## src/trace_stream_deframer_checker_core_assert.svh

```systemverilog
// Assertion macros shared by the trace stream deframer and checker modules.
`ifndef TRACE_STREAM_DEFRAMER_CHECKER_CORE_ASSERT_SVH
`define TRACE_STREAM_DEFRAMER_CHECKER_CORE_ASSERT_SVH

`ifndef NO_ASSERTIONS

// Same-cycle implication, sampled on clk, off during reset.
`define TSDC_ASSERT_IMP(lbl, ante, cons) \
    lbl: assert property (@(posedge clk) disable iff (!rst_n) (ante) |-> (cons)) \
        else $error("tsdc assertion failed");

// Next-cycle implication, sampled on clk, off during reset.
`define TSDC_ASSERT_NXT(lbl, ante, cons) \
    lbl: assert property (@(posedge clk) disable iff (!rst_n) (ante) |=> (cons)) \
        else $error("tsdc assertion failed");

`else

`define TSDC_ASSERT_IMP(lbl, ante, cons)
`define TSDC_ASSERT_NXT(lbl, ante, cons)

`endif

`endif

```

## src/tsdc_pkg.sv

```systemverilog
// Types and constants of the trace stream deframer and checker.
package tsdc_pkg;

    localparam int TSDC_QUEUE_DEPTH = 2;

    localparam int CFG_ADDR_W = 5;
    localparam int CFG_DATA_W = 64;

    // Register indexes (byte address / 8)
    localparam logic [1:0] CFG_IDX_MAX_PAYLOAD = 2'd0;
    localparam logic [1:0] CFG_IDX_MAJOR       = 2'd1;
    localparam logic [1:0] CFG_IDX_MINOR       = 2'd2;

    localparam logic [34:0] CFG_MAX_PAYLOAD_RST = 35'h4_0000_0000;
    localparam logic [15:0] CFG_MAJOR_RST       = 16'd1;
    localparam logic [15:0] CFG_MINOR_RST       = 16'd0;

    // Result kinds
    localparam logic [1:0] OUT_REC_HDR = 2'd0;
    localparam logic [1:0] OUT_PAYLOAD = 2'd1;
    localparam logic [1:0] OUT_ERROR   = 2'd2;

    // Error codes
    localparam logic [3:0] ERR_MAGIC     = 4'd0;
    localparam logic [3:0] ERR_MAJOR     = 4'd1;
    localparam logic [3:0] ERR_MINOR     = 4'd2;
    localparam logic [3:0] ERR_ENDIAN    = 4'd3;
    localparam logic [3:0] ERR_HDR_SIZE  = 4'd4;
    localparam logic [3:0] ERR_SEQUENCE  = 4'd5;
    localparam logic [3:0] ERR_ZERO_KIND = 4'd6;
    localparam logic [3:0] ERR_SIZE      = 4'd7;
    localparam logic [3:0] ERR_TRUNCATED = 4'd8;

    // "RTDBGTRC" read little-endian
    localparam logic [63:0] STREAM_MAGIC = 64'h4352_5447_4244_5452;
    localparam logic [31:0] ENDIAN_MARK  = 32'h0102_0304;
    localparam logic [63:0] HEADER_BYTES = 64'd24;
    localparam logic [4:0]  HDR_LAST_IDX = 5'd23;
    localparam logic [4:0]  MAGIC_LAST_IDX = 5'd7;

    typedef struct packed {
        logic [7:0] data_byte;
        logic       end_of_stream;
    } src_item_t;

    typedef struct packed {
        logic [1:0]  out_type;
        logic [63:0] rec_sequence;
        logic [31:0] rec_kind;
        logic [31:0] rec_flags;
        logic [34:0] rec_size;
        logic [7:0]  payload_value;
        logic        last;
        logic [3:0]  error_code;
    } res_item_t;

    typedef struct packed {
        logic [34:0] max_payload_bytes;
        logic [15:0] supported_major;
        logic [15:0] supported_minor;
    } cfg_t;

endpackage

```

## src/trace_stream_deframer_checker_core.sv

```systemverilog
// Trace stream deframer and checker: one stream byte per cycle in while src_stall is
// low, at most one result item per byte out. The parser takes a byte in every cycle
// in which the result queue has room and finishes its header and record checks in
// that same cycle; one parser state step per accepted byte sets the rate of one
// item per cycle. Results are registered and wait in a QUEUE_DEPTH-entry queue
// (two by default); src_stall rises only while the queue is full. The first error is
// reported once, and an end of stream at a record boundary finishes quietly; after
// either the block drops every item until reset. Registers sit at byte addresses
// 0 (max_payload_bytes), 8 (supported_major) and 16 (supported_minor) and should be
// written only while the block is idle.
module trace_stream_deframer_checker_core
    import tsdc_pkg::*;
#(
    parameter int QUEUE_DEPTH = TSDC_QUEUE_DEPTH
)
(
    input  logic                  clk,
    input  logic                  rst_n,
    input  logic                  psel,
    input  logic                  penable,
    input  logic                  pwrite,
    input  logic [CFG_ADDR_W-1:0] paddr,
    input  logic [CFG_DATA_W-1:0] pwdata,
    output logic [CFG_DATA_W-1:0] prdata,
    output logic                  pready,
    input  logic                  src_valid,
    output logic                  src_stall,
    input  src_item_t             src_item,
    output logic                  res_valid,
    input  logic                  res_stall,
    output res_item_t             res_item
);

    cfg_t       cfg_reg;
    logic       cfg_wr;
    logic [1:0] cfg_idx;
    logic       full;
    logic       push;
    res_item_t  push_item;

    assign pready    = 1'b1;
    assign cfg_wr    = psel && penable && pwrite;
    assign cfg_idx   = paddr[4:3];
    assign src_stall = full;

    always_ff @(posedge clk or negedge rst_n)
    begin
        if (!rst_n)
        begin
            cfg_reg.max_payload_bytes <= CFG_MAX_PAYLOAD_RST;
            cfg_reg.supported_major   <= CFG_MAJOR_RST;
            cfg_reg.supported_minor   <= CFG_MINOR_RST;
        end
        else if (cfg_wr)
        begin
            unique case (cfg_idx)
                CFG_IDX_MAX_PAYLOAD: cfg_reg.max_payload_bytes <= pwdata[34:0];
                CFG_IDX_MAJOR:       cfg_reg.supported_major   <= pwdata[15:0];
                CFG_IDX_MINOR:       cfg_reg.supported_minor   <= pwdata[15:0];
                default:
                begin
                    // ignore writes beyond the register list
                end
            endcase
        end
    end

    always_comb
    begin
        unique case (cfg_idx)
            CFG_IDX_MAX_PAYLOAD: prdata = {29'd0, cfg_reg.max_payload_bytes};
            CFG_IDX_MAJOR:       prdata = {48'd0, cfg_reg.supported_major};
            CFG_IDX_MINOR:       prdata = {48'd0, cfg_reg.supported_minor};
            default:             prdata = '0;
        endcase
    end

    tsdc_front u_front (
        .clk       (clk),
        .rst_n     (rst_n),
        .cfg       (cfg_reg),
        .src_valid (src_valid),
        .src_item  (src_item),
        .full      (full),
        .push      (push),
        .push_item (push_item)
    );

    tsdc_queue #(
        .DEPTH (QUEUE_DEPTH)
    ) u_queue (
        .clk       (clk),
        .rst_n     (rst_n),
        .push      (push),
        .push_item (push_item),
        .full      (full),
        .res_valid (res_valid),
        .res_stall (res_stall),
        .res_item  (res_item)
    );

endmodule

```

## src/tsdc_front.sv

```systemverilog
// Stream parser: accepts bytes, checks headers, and emits result items.
`include "trace_stream_deframer_checker_core_assert.svh"

module tsdc_front
    import tsdc_pkg::*;
(
    input  logic      clk,
    input  logic      rst_n,
    input  cfg_t      cfg,
    input  logic      src_valid,
    input  src_item_t src_item,
    input  logic      full,
    output logic      push,
    output res_item_t push_item
);

    typedef enum logic [3:0] {
        PH_FILE_HDR = 4'b0001,
        PH_REC_HDR  = 4'b0010,
        PH_PAYLOAD  = 4'b0100,
        PH_HALT     = 4'b1000
    } phase_t;

    phase_t      phase_reg, phase_next;
    logic [4:0]  idx_reg, idx_next;
    logic [63:0] seq_reg, seq_next;
    logic [31:0] kind_reg, kind_next;
    logic [31:0] flags_reg, flags_next;
    logic [63:0] size_reg, size_next;
    logic [63:0] expected_reg, expected_next;
    logic [34:0] left_reg, left_next;

    logic        accept;
    logic        clr;
    logic [7:0]  b;
    logic [63:0] seq_g;
    logic [31:0] kind_g;
    logic [31:0] flags_g;
    logic [63:0] size_g;
    logic [34:0] left_dec;

    function automatic res_item_t error_item(input logic [3:0] code);
        res_item_t r;
        r            = '0;
        r.out_type   = OUT_ERROR;
        r.error_code = code;
        return r;
    endfunction

    assign accept   = src_valid && !full;
    assign b        = src_item.data_byte;
    assign clr      = (phase_reg == PH_REC_HDR) && (idx_reg == '0);
    assign left_dec = left_reg - 35'd1;

    // Place the incoming byte into its header field lane
    always_comb
    begin
        seq_g   = clr ? '0 : seq_reg;
        kind_g  = clr ? '0 : kind_reg;
        flags_g = clr ? '0 : flags_reg;
        size_g  = clr ? '0 : size_reg;
        priority if (idx_reg < 5'd8)
        begin
            seq_g[{idx_reg[2:0], 3'b000} +: 8] = b;
        end
        else if (idx_reg < 5'd12)
        begin
            kind_g[{idx_reg[1:0], 3'b000} +: 8] = b;
        end
        else if (idx_reg < 5'd16)
        begin
            flags_g[{idx_reg[1:0], 3'b000} +: 8] = b;
        end
        else
        begin
            size_g[{idx_reg[2:0], 3'b000} +: 8] = b;
        end
    end

    always_comb
    begin
        phase_next    = phase_reg;
        idx_next      = idx_reg;
        seq_next      = seq_reg;
        kind_next     = kind_reg;
        flags_next    = flags_reg;
        size_next     = size_reg;
        expected_next = expected_reg;
        left_next     = left_reg;
        push          = 1'b0;
        push_item     = '0;

        if (accept)
        begin
            unique case (phase_reg)
                PH_FILE_HDR:
                begin
                    if (src_item.end_of_stream)
                    begin
                        push       = 1'b1;
                        push_item  = error_item(ERR_TRUNCATED);
                        phase_next = PH_HALT;
                    end
                    else
                    begin
                        seq_next   = seq_g;
                        kind_next  = kind_g;
                        flags_next = flags_g;
                        size_next  = size_g;
                        idx_next   = idx_reg + 5'd1;
                        priority if (idx_reg == MAGIC_LAST_IDX && seq_g != STREAM_MAGIC)
                        begin
                            push       = 1'b1;
                            push_item  = error_item(ERR_MAGIC);
                            phase_next = PH_HALT;
                        end
                        else if (idx_reg == HDR_LAST_IDX)
                        begin
                            idx_next = '0;
                            priority if (kind_g[15:0] != cfg.supported_major)
                            begin
                                push       = 1'b1;
                                push_item  = error_item(ERR_MAJOR);
                                phase_next = PH_HALT;
                            end
                            else if (kind_g[31:16] > cfg.supported_minor)
                            begin
                                push       = 1'b1;
                                push_item  = error_item(ERR_MINOR);
                                phase_next = PH_HALT;
                            end
                            else if (flags_g != ENDIAN_MARK)
                            begin
                                push       = 1'b1;
                                push_item  = error_item(ERR_ENDIAN);
                                phase_next = PH_HALT;
                            end
                            else if (size_g != HEADER_BYTES)
                            begin
                                push       = 1'b1;
                                push_item  = error_item(ERR_HDR_SIZE);
                                phase_next = PH_HALT;
                            end
                            else
                            begin
                                phase_next = PH_REC_HDR;
                            end
                        end
                        else
                        begin
                        end
                    end
                end

                PH_REC_HDR:
                begin
                    if (src_item.end_of_stream)
                    begin
                        // clean end only at a record boundary
                        phase_next = PH_HALT;
                        if (idx_reg != '0)
                        begin
                            push      = 1'b1;
                            push_item = error_item(ERR_TRUNCATED);
                        end
                    end
                    else
                    begin
                        seq_next   = seq_g;
                        kind_next  = kind_g;
                        flags_next = flags_g;
                        size_next  = size_g;
                        if (idx_reg != HDR_LAST_IDX)
                        begin
                            idx_next = idx_reg + 5'd1;
                        end
                        else
                        begin
                            idx_next = '0;
                            push     = 1'b1;
                            priority if (seq_g != expected_reg)
                            begin
                                push_item  = error_item(ERR_SEQUENCE);
                                phase_next = PH_HALT;
                            end
                            else if (kind_g == '0)
                            begin
                                push_item  = error_item(ERR_ZERO_KIND);
                                phase_next = PH_HALT;
                            end
                            else if (size_g > {29'd0, cfg.max_payload_bytes})
                            begin
                                push_item  = error_item(ERR_SIZE);
                                phase_next = PH_HALT;
                            end
                            else
                            begin
                                expected_next          = expected_reg + 64'd1;
                                left_next              = size_g[34:0];
                                phase_next             = (size_g[34:0] != '0) ?
                                                         PH_PAYLOAD : PH_REC_HDR;
                                push_item.out_type     = OUT_REC_HDR;
                                push_item.rec_sequence = seq_g;
                                push_item.rec_kind     = kind_g;
                                push_item.rec_flags    = flags_g;
                                push_item.rec_size     = size_g[34:0];
                                push_item.last         = (size_g[34:0] == '0);
                            end
                        end
                    end
                end

                PH_PAYLOAD:
                begin
                    push = 1'b1;
                    if (src_item.end_of_stream)
                    begin
                        push_item  = error_item(ERR_TRUNCATED);
                        phase_next = PH_HALT;
                    end
                    else
                    begin
                        left_next               = left_dec;
                        phase_next              = (left_dec == '0) ? PH_REC_HDR : PH_PAYLOAD;
                        push_item.out_type      = OUT_PAYLOAD;
                        push_item.rec_sequence  = seq_reg;
                        push_item.rec_kind      = kind_reg;
                        push_item.rec_flags     = flags_reg;
                        push_item.rec_size      = size_reg[34:0];
                        push_item.payload_value = b;
                        push_item.last          = (left_dec == '0);
                    end
                end

                PH_HALT:
                begin
                    // drop everything until reset
                end

                default:
                begin
                    phase_next = PH_HALT;
                end
            endcase
        end
    end

    always_ff @(posedge clk or negedge rst_n)
    begin
        if (!rst_n)
        begin
            phase_reg    <= PH_FILE_HDR;
            idx_reg      <= '0;
            expected_reg <= 64'd1;
        end
        else
        begin
            phase_reg    <= phase_next;
            idx_reg      <= idx_next;
            expected_reg <= expected_next;
        end
    end

    always_ff @(posedge clk)
    begin
        seq_reg   <= seq_next;
        kind_reg  <= kind_next;
        flags_reg <= flags_next;
        size_reg  <= size_next;
        left_reg  <= left_next;
    end

    `TSDC_ASSERT_NXT(a_halt_sticks, phase_reg == PH_HALT, phase_reg == PH_HALT)
    `TSDC_ASSERT_NXT(a_error_halts, push && push_item.out_type == OUT_ERROR,
                     phase_reg == PH_HALT)
    `TSDC_ASSERT_IMP(a_payload_nonempty, phase_reg == PH_PAYLOAD, left_reg != '0)

endmodule

```

## src/tsdc_queue.sv

```systemverilog
// Result queue between the parser and the output channel.
`include "trace_stream_deframer_checker_core_assert.svh"

module tsdc_queue
    import tsdc_pkg::*;
#(
    parameter int DEPTH = TSDC_QUEUE_DEPTH
)
(
    input  logic      clk,
    input  logic      rst_n,
    input  logic      push,
    input  res_item_t push_item,
    output logic      full,
    output logic      res_valid,
    input  logic      res_stall,
    output res_item_t res_item
);

    localparam int PTR_W = $clog2(DEPTH);
    localparam int CNT_W = $clog2(DEPTH + 1);

    res_item_t mem [DEPTH];

    logic [PTR_W-1:0] wr_ptr_reg, wr_ptr_next;
    logic [PTR_W-1:0] rd_ptr_reg, rd_ptr_next;
    logic [CNT_W-1:0] count_reg, count_next;
    logic             pop;

    assign full      = (count_reg == CNT_W'(DEPTH));
    assign res_valid = (count_reg != '0);
    assign res_item  = mem[rd_ptr_reg];
    assign pop       = res_valid && !res_stall;

    always_comb
    begin
        wr_ptr_next = wr_ptr_reg;
        rd_ptr_next = rd_ptr_reg;
        count_next  = count_reg;
        if (push)
        begin
            wr_ptr_next = (wr_ptr_reg == PTR_W'(DEPTH - 1)) ? '0 : wr_ptr_reg + 1'b1;
        end
        if (pop)
        begin
            rd_ptr_next = (rd_ptr_reg == PTR_W'(DEPTH - 1)) ? '0 : rd_ptr_reg + 1'b1;
        end
        unique case ({push, pop})
            2'b10:   count_next = count_reg + 1'b1;
            2'b01:   count_next = count_reg - 1'b1;
            default: count_next = count_reg;
        endcase
    end

    always_ff @(posedge clk or negedge rst_n)
    begin
        if (!rst_n)
        begin
            wr_ptr_reg <= '0;
            rd_ptr_reg <= '0;
            count_reg  <= '0;
        end
        else
        begin
            wr_ptr_reg <= wr_ptr_next;
            rd_ptr_reg <= rd_ptr_next;
            count_reg  <= count_next;
        end
    end

    always_ff @(posedge clk)
    begin
        if (push)
        begin
            mem[wr_ptr_reg] <= push_item;
        end
    end

    `TSDC_ASSERT_IMP(a_no_push_when_full, full, !push)
    `TSDC_ASSERT_IMP(a_count_bounded, 1'b1, count_reg <= CNT_W'(DEPTH))

endmodule

```

## config.mk

```make
export PLATFORM = sky130hd
export DESIGN_NAME = trace_stream_deframer_checker_core
export DESIGN_NICKNAME = d
export VERILOG_FILES = /design/src/tsdc_pkg.sv /design/src/trace_stream_deframer_checker_core.sv /design/src/tsdc_front.sv /design/src/tsdc_queue.sv
export VERILOG_INCLUDE_DIRS = /design/src /design/src/src
export SDC_FILE = /design/constraint.sdc
export NUM_CORES = 1
export LEC_CHECK = 0
export BUFFER_PORTS_ARGS = -buffer_cell sky130_fd_sc_hd__buf_4
export CORE_ASPECT_RATIO = 0.9
export CORE_MARGIN = 8
export CORE_UTILIZATION = 35
export CTS_CLUSTER_DIAMETER = 40
export DETAILED_ROUTE_END_ITERATION = 10
export PLACE_DENSITY_LB_ADDON = 0.25
export RECOVER_POWER = 100
export SLEW_MARGIN = 20
export SYNTH_ARGS = -nofsm -noshare
export SYNTH_HDL_FRONTEND = slang
export SYNTH_SLANG_ARGS = --single-unit
```

## constraint.sdc

```tcl
create_clock -name clk -period 32.4 [get_ports clk]
set_input_delay 3.24 -clock clk [delete_from_list [all_inputs] [get_ports clk]]
set_output_delay 3.24 -clock clk [all_outputs]
set_load 0.03 [all_outputs]
```

==> key figures <==
Run status
  – Status: finished with violations
  – Failing checks: max-capacitance violations, max-slew violations

CTS
  – TritonCTS buffer count: about 120
  – Worst skew pair latency: ~0.71 ns
  – Post-cts sizing count: 0
  – CTS Hold Buffers Added: 0
  – Clock transition at path regs: around 0.050 ns
  – H-tree depth: 3
  – Post-CTS Setup Bufs: 0
  – Clk sinks: approximately 730
  – CTS max path bufs: 3
  – CTS tree: done
  – Root Driver: clkbuf_16

Pwr
  – P_sw: 0.591 mW
  – Worst VDD drop: 44.3 uV
  – Sequential share of power: between 40% and 50%
  – Clock share of power: ~53%
  – Cell area power density: approximately 56 nW/um^2
  – Combinational power share: between 5 and 6%
  – P_leak: between 10 and 15 nW
  – Sw frac: a little under a quarter
  – Pint: between 1.5 and 2 mW

Critical path
  – Reg-to-Reg End: u_queue.mem[0][24]$_DFFE_PP_
  – Register-to-register setup slack: 17.35 ns
  – Crit. End Element: flop
  – Startpoint Class: flop
  – R2r startpoint: u_front.idx_reg[0]$_DFFE_PN0P_
  – WS Path Type: flop to flop
  – Reg2reg path depth: 19
  – CP required: 32.59 ns
  – Arr. time, crit path: about 15 ns
  – Worst Path Max Fanout: 67

Final layout
  – Area occupied by multi-input gates: approximately 15000 um^2
  – Filler cell count: just over 10000
  – Layout area overhead: 17.6%
  – Share of cells above drive strength 1: 13.8%
  – Most frequent cells in the layout: edfxtp_1 (583), nor2_1 (283), nand2_1 (245), clkbuf_1 (199), a22oi_1 (177)
  – Sequential Area: around 21000 um^2
  – Layout Nets: around 3700
  – Most common cell after layout, fill and taps aside: edfxtp_1
  – Largest register FFs: between 300 and 400
  – Fin util: 41.4%

STA
  – Max Freq: roughly 66 MHz
  – Setup violators final: 0
  – Post-route setup TNS: 0 ns
  – Final min period: roughly 15 ns
  – Fin Clk Skew: about 0.043 ns
  – Final Max Tran Viols: between 1500 and 2000
  – Period utilization: between 40% and 50%
  – RSZ-0062 raised after global routing: no
  – Slew @ Worst Pin: around 8.7 ns
  – Hold Vio Cnt, Final: 0
  – Relative slew slack: -480%

Global routing
  – Largest net degree at the start of global routing: 143
  – Vias in the first global route: 27700
  – Antenna violations before repair: 7
  – Total congestion overflow: 0
  – First-pass GRT wire length: 193000 um
  – Total GRT Usage: between 20 and 25%

Placed design
  – Detailed placement HPWL: a little over 90000 um
  – RePlAce Congestion: 0.941
  – IO Port Bufs: between 200 and 300

Worst hold path
  – Hold-critical path endpoint: u_queue.count_reg[1]$_DFFE_PN0P_
  – Worst hold path class: flop to flop
  – Hold depth: 1
  – Hold path startpoint: u_queue.count_reg[1]$_DFFE_PN0P_

Drt
  – Routed len/inst: approximately 27 um
  – DRC Markers: 0
  – Routed WL: about 130000 um
  – Via/cell ratio: between 5 and 6
  – DR vias: just under 30000
  – First-pass iteration count of the detailed router: 8
  – Antenna Nets Post-Route: 0
  – Initial drt markers: approximately 3800

Yosys
  – Syn avg cell area: between 10 and 15 um^2
  – Number of flops mapped to enable cells by yosys: between 500 and 600
  – Synth Instances: about 3300
  – Number of synthesized register bits: 727
  – Synth Flop Type: edfxtp_1
  – Post-synthesis cell type count: between 90 and 100
  – Seq/Total Area, Yosys: between 50% and 60%
  – Mapped Area: ~38000 um^2
  – Async SR Flop Fraction: between 10% and 20%
  – Synth warn: 0

Die
  – Initial Util: 35.2%
  – Die Wd: roughly 360 um
  – Die extent in y: 327 um
  – Row cnt: around 110
  – I/O pin count: 330
  – Core Area: approximately 110000 um^2
  – Die area: about 120000 um^2

Run
  – MaxCap Viol Count: 34
-- kinds of logic after synthesis --
| kind of cell | after synthesis | synth area share [%] |
|---|---|---|
| buffers and inverters | 391 | 4.54 |
| adders and majority gates | 62 | 2.06 |
| xor gates and xnor gates | 153 | 3.56 |
| DFF | 727 | 56.1 |
| AOI/OAI and AO/OA | 747 | 13.5 |
| other | 2 | 0.0199 |
| muxes | 251 | 7.35 |
| and+or+nand+nor | 977 | 12.9 |
-- power groups by stage --
stage               sequential (mW)  clock [mW]  combinational [mW]
CTS                            1.03        1.32               0.141
finish                         1.03        1.30               0.136
global placement               1.05           0               0.139
global route                   1.03        1.36               0.150
floorplan                      1.04           0              0.0868
detailed placement             1.05           0               0.140
-- how the worst max path moves through the flow --
stage / startpoint / end
after floorplan: src_valid / u_front.idx_reg[3]$_DFFE_PN0P_
after global placement: src_item[5] / u_queue.mem[1][28]$_DFFE_PP_
after detailed placement: src_item[2] / u_queue.mem[0][127]$_DFFE_PP_
after CTS: src_item[2] / u_queue.mem[0][127]$_DFFE_PP_
after global routing: u_front.idx_reg[0]$_DFFE_PN0P_ / u_queue.mem[0][25]$_DFFE_PP_
final: u_front.idx_reg[0]$_DFFE_PN0P_ / u_queue.mem[0][24]$_DFFE_PP_
-- layout make-up --
class / count / share of cell area, %
Sequential cell: 727 / 47.7
Clock buffer: 139 / 7.08
Timing Repair Buffer: 340 / 4.20
Tap cell: 1392 / 3.93
Inverter: 116 / 0.983
Clock inverter: 86 / 2.26
Antenna cell: 6 / 0.0339
Multi-Input combinational cell: 2220 / 33.8
-- per-layer routing --
metal / GRT usage [%] / vias to the layer above / routed length [um]
met1: 32.0 / 14500 / 59900
met5: 0 / - / 41
li1: - / 12900 / -
met3: 5.42 / 261 / 13300
met4: 5.99 / 6 / 3620
met2: 31.0 / 1491 / 56500
-- synthesized netlist by cell type (11+ instances only) --
cell,count,share of area (%)
nor2_1,286,2.9
and2_1,11,0.18
buf_1,19,0.19
nand2_1,246,2.5
or4_1,15,0.30
nor4bb_1,14,0.37
buf_2,37,0.49
xor2_1,35,0.81
and3_1,36,0.60
nor4_1,43,0.71
mux2i_1,48,1.3
o2111ai_1,12,0.28
nor4b_1,14,0.33
clkbuf_1,171,1.7
a21oi_1,93,1.2
edfxtp_1,583,46
nor2b_1,14,0.23
xnor2_1,118,2.7
mux2_2,203,6.1
o21ai_0,171,2.3
a22oi_1,177,3.5
dfrtp_1,140,9.3
buf_4,44,0.88
nor3_1,65,0.86
a22o_1,68,1.6
inv_1,114,1.1
ha_1,62,2.1
o22ai_1,65,1.1
nand3_1,97,1.3
o211ai_1,11,0.22
a31oi_1,22,0.37
or3_1,13,0.22
a21o_1,14,0.28
nand4_1,53,0.88
-- worst max-delay path, stage by stage (launching register included) --
cell and delay [ns]:
dfrtp_1 0.62, inv_1 0.27, ha_1 0.39, or4b_1 0.97, nor2_4 0.25, clkbuf_1 1.52
clkbuf_1 1.29, o22ai_1 0.52, ha_1 0.50, nand4_1 0.08, or3_1 0.42, o32a_1 0.18
a31oi_1 0.63, or4_1 0.32, o31ai_1 0.09, a21oi_1 0.29, o21bai_1 0.30, nor2_4 0.17
clkbuf_1 2.64, clkbuf_1 2.88
-- through the flow --
| stage | instances | total power [mW] | setup WS [ns] | hold slack (ns) | area [um^2] |
|---|---|---|---|---|---|
| 2_1_floorplan | 3338 | 1.13 | 14.13 | 0.445 | 37800 |
| 3_3_place_gp | 4795 | 1.19 | 22.98 | 0.463 | 40900 |
| 3_5_place_dp | 4795 | 1.19 | 22.99 | 0.474 | 40900 |
| 4_1_cts | 5020 | 2.49 | 23.72 | 0.487 | 45000 |
| 5_1_grt | 5020 | 2.54 | 16.44 | 0.520 | 44300 |
| 6_report | 5026 | 2.47 | 17.35 | 0.482 | 44300 |
Power figures use the tool's default switching activity.
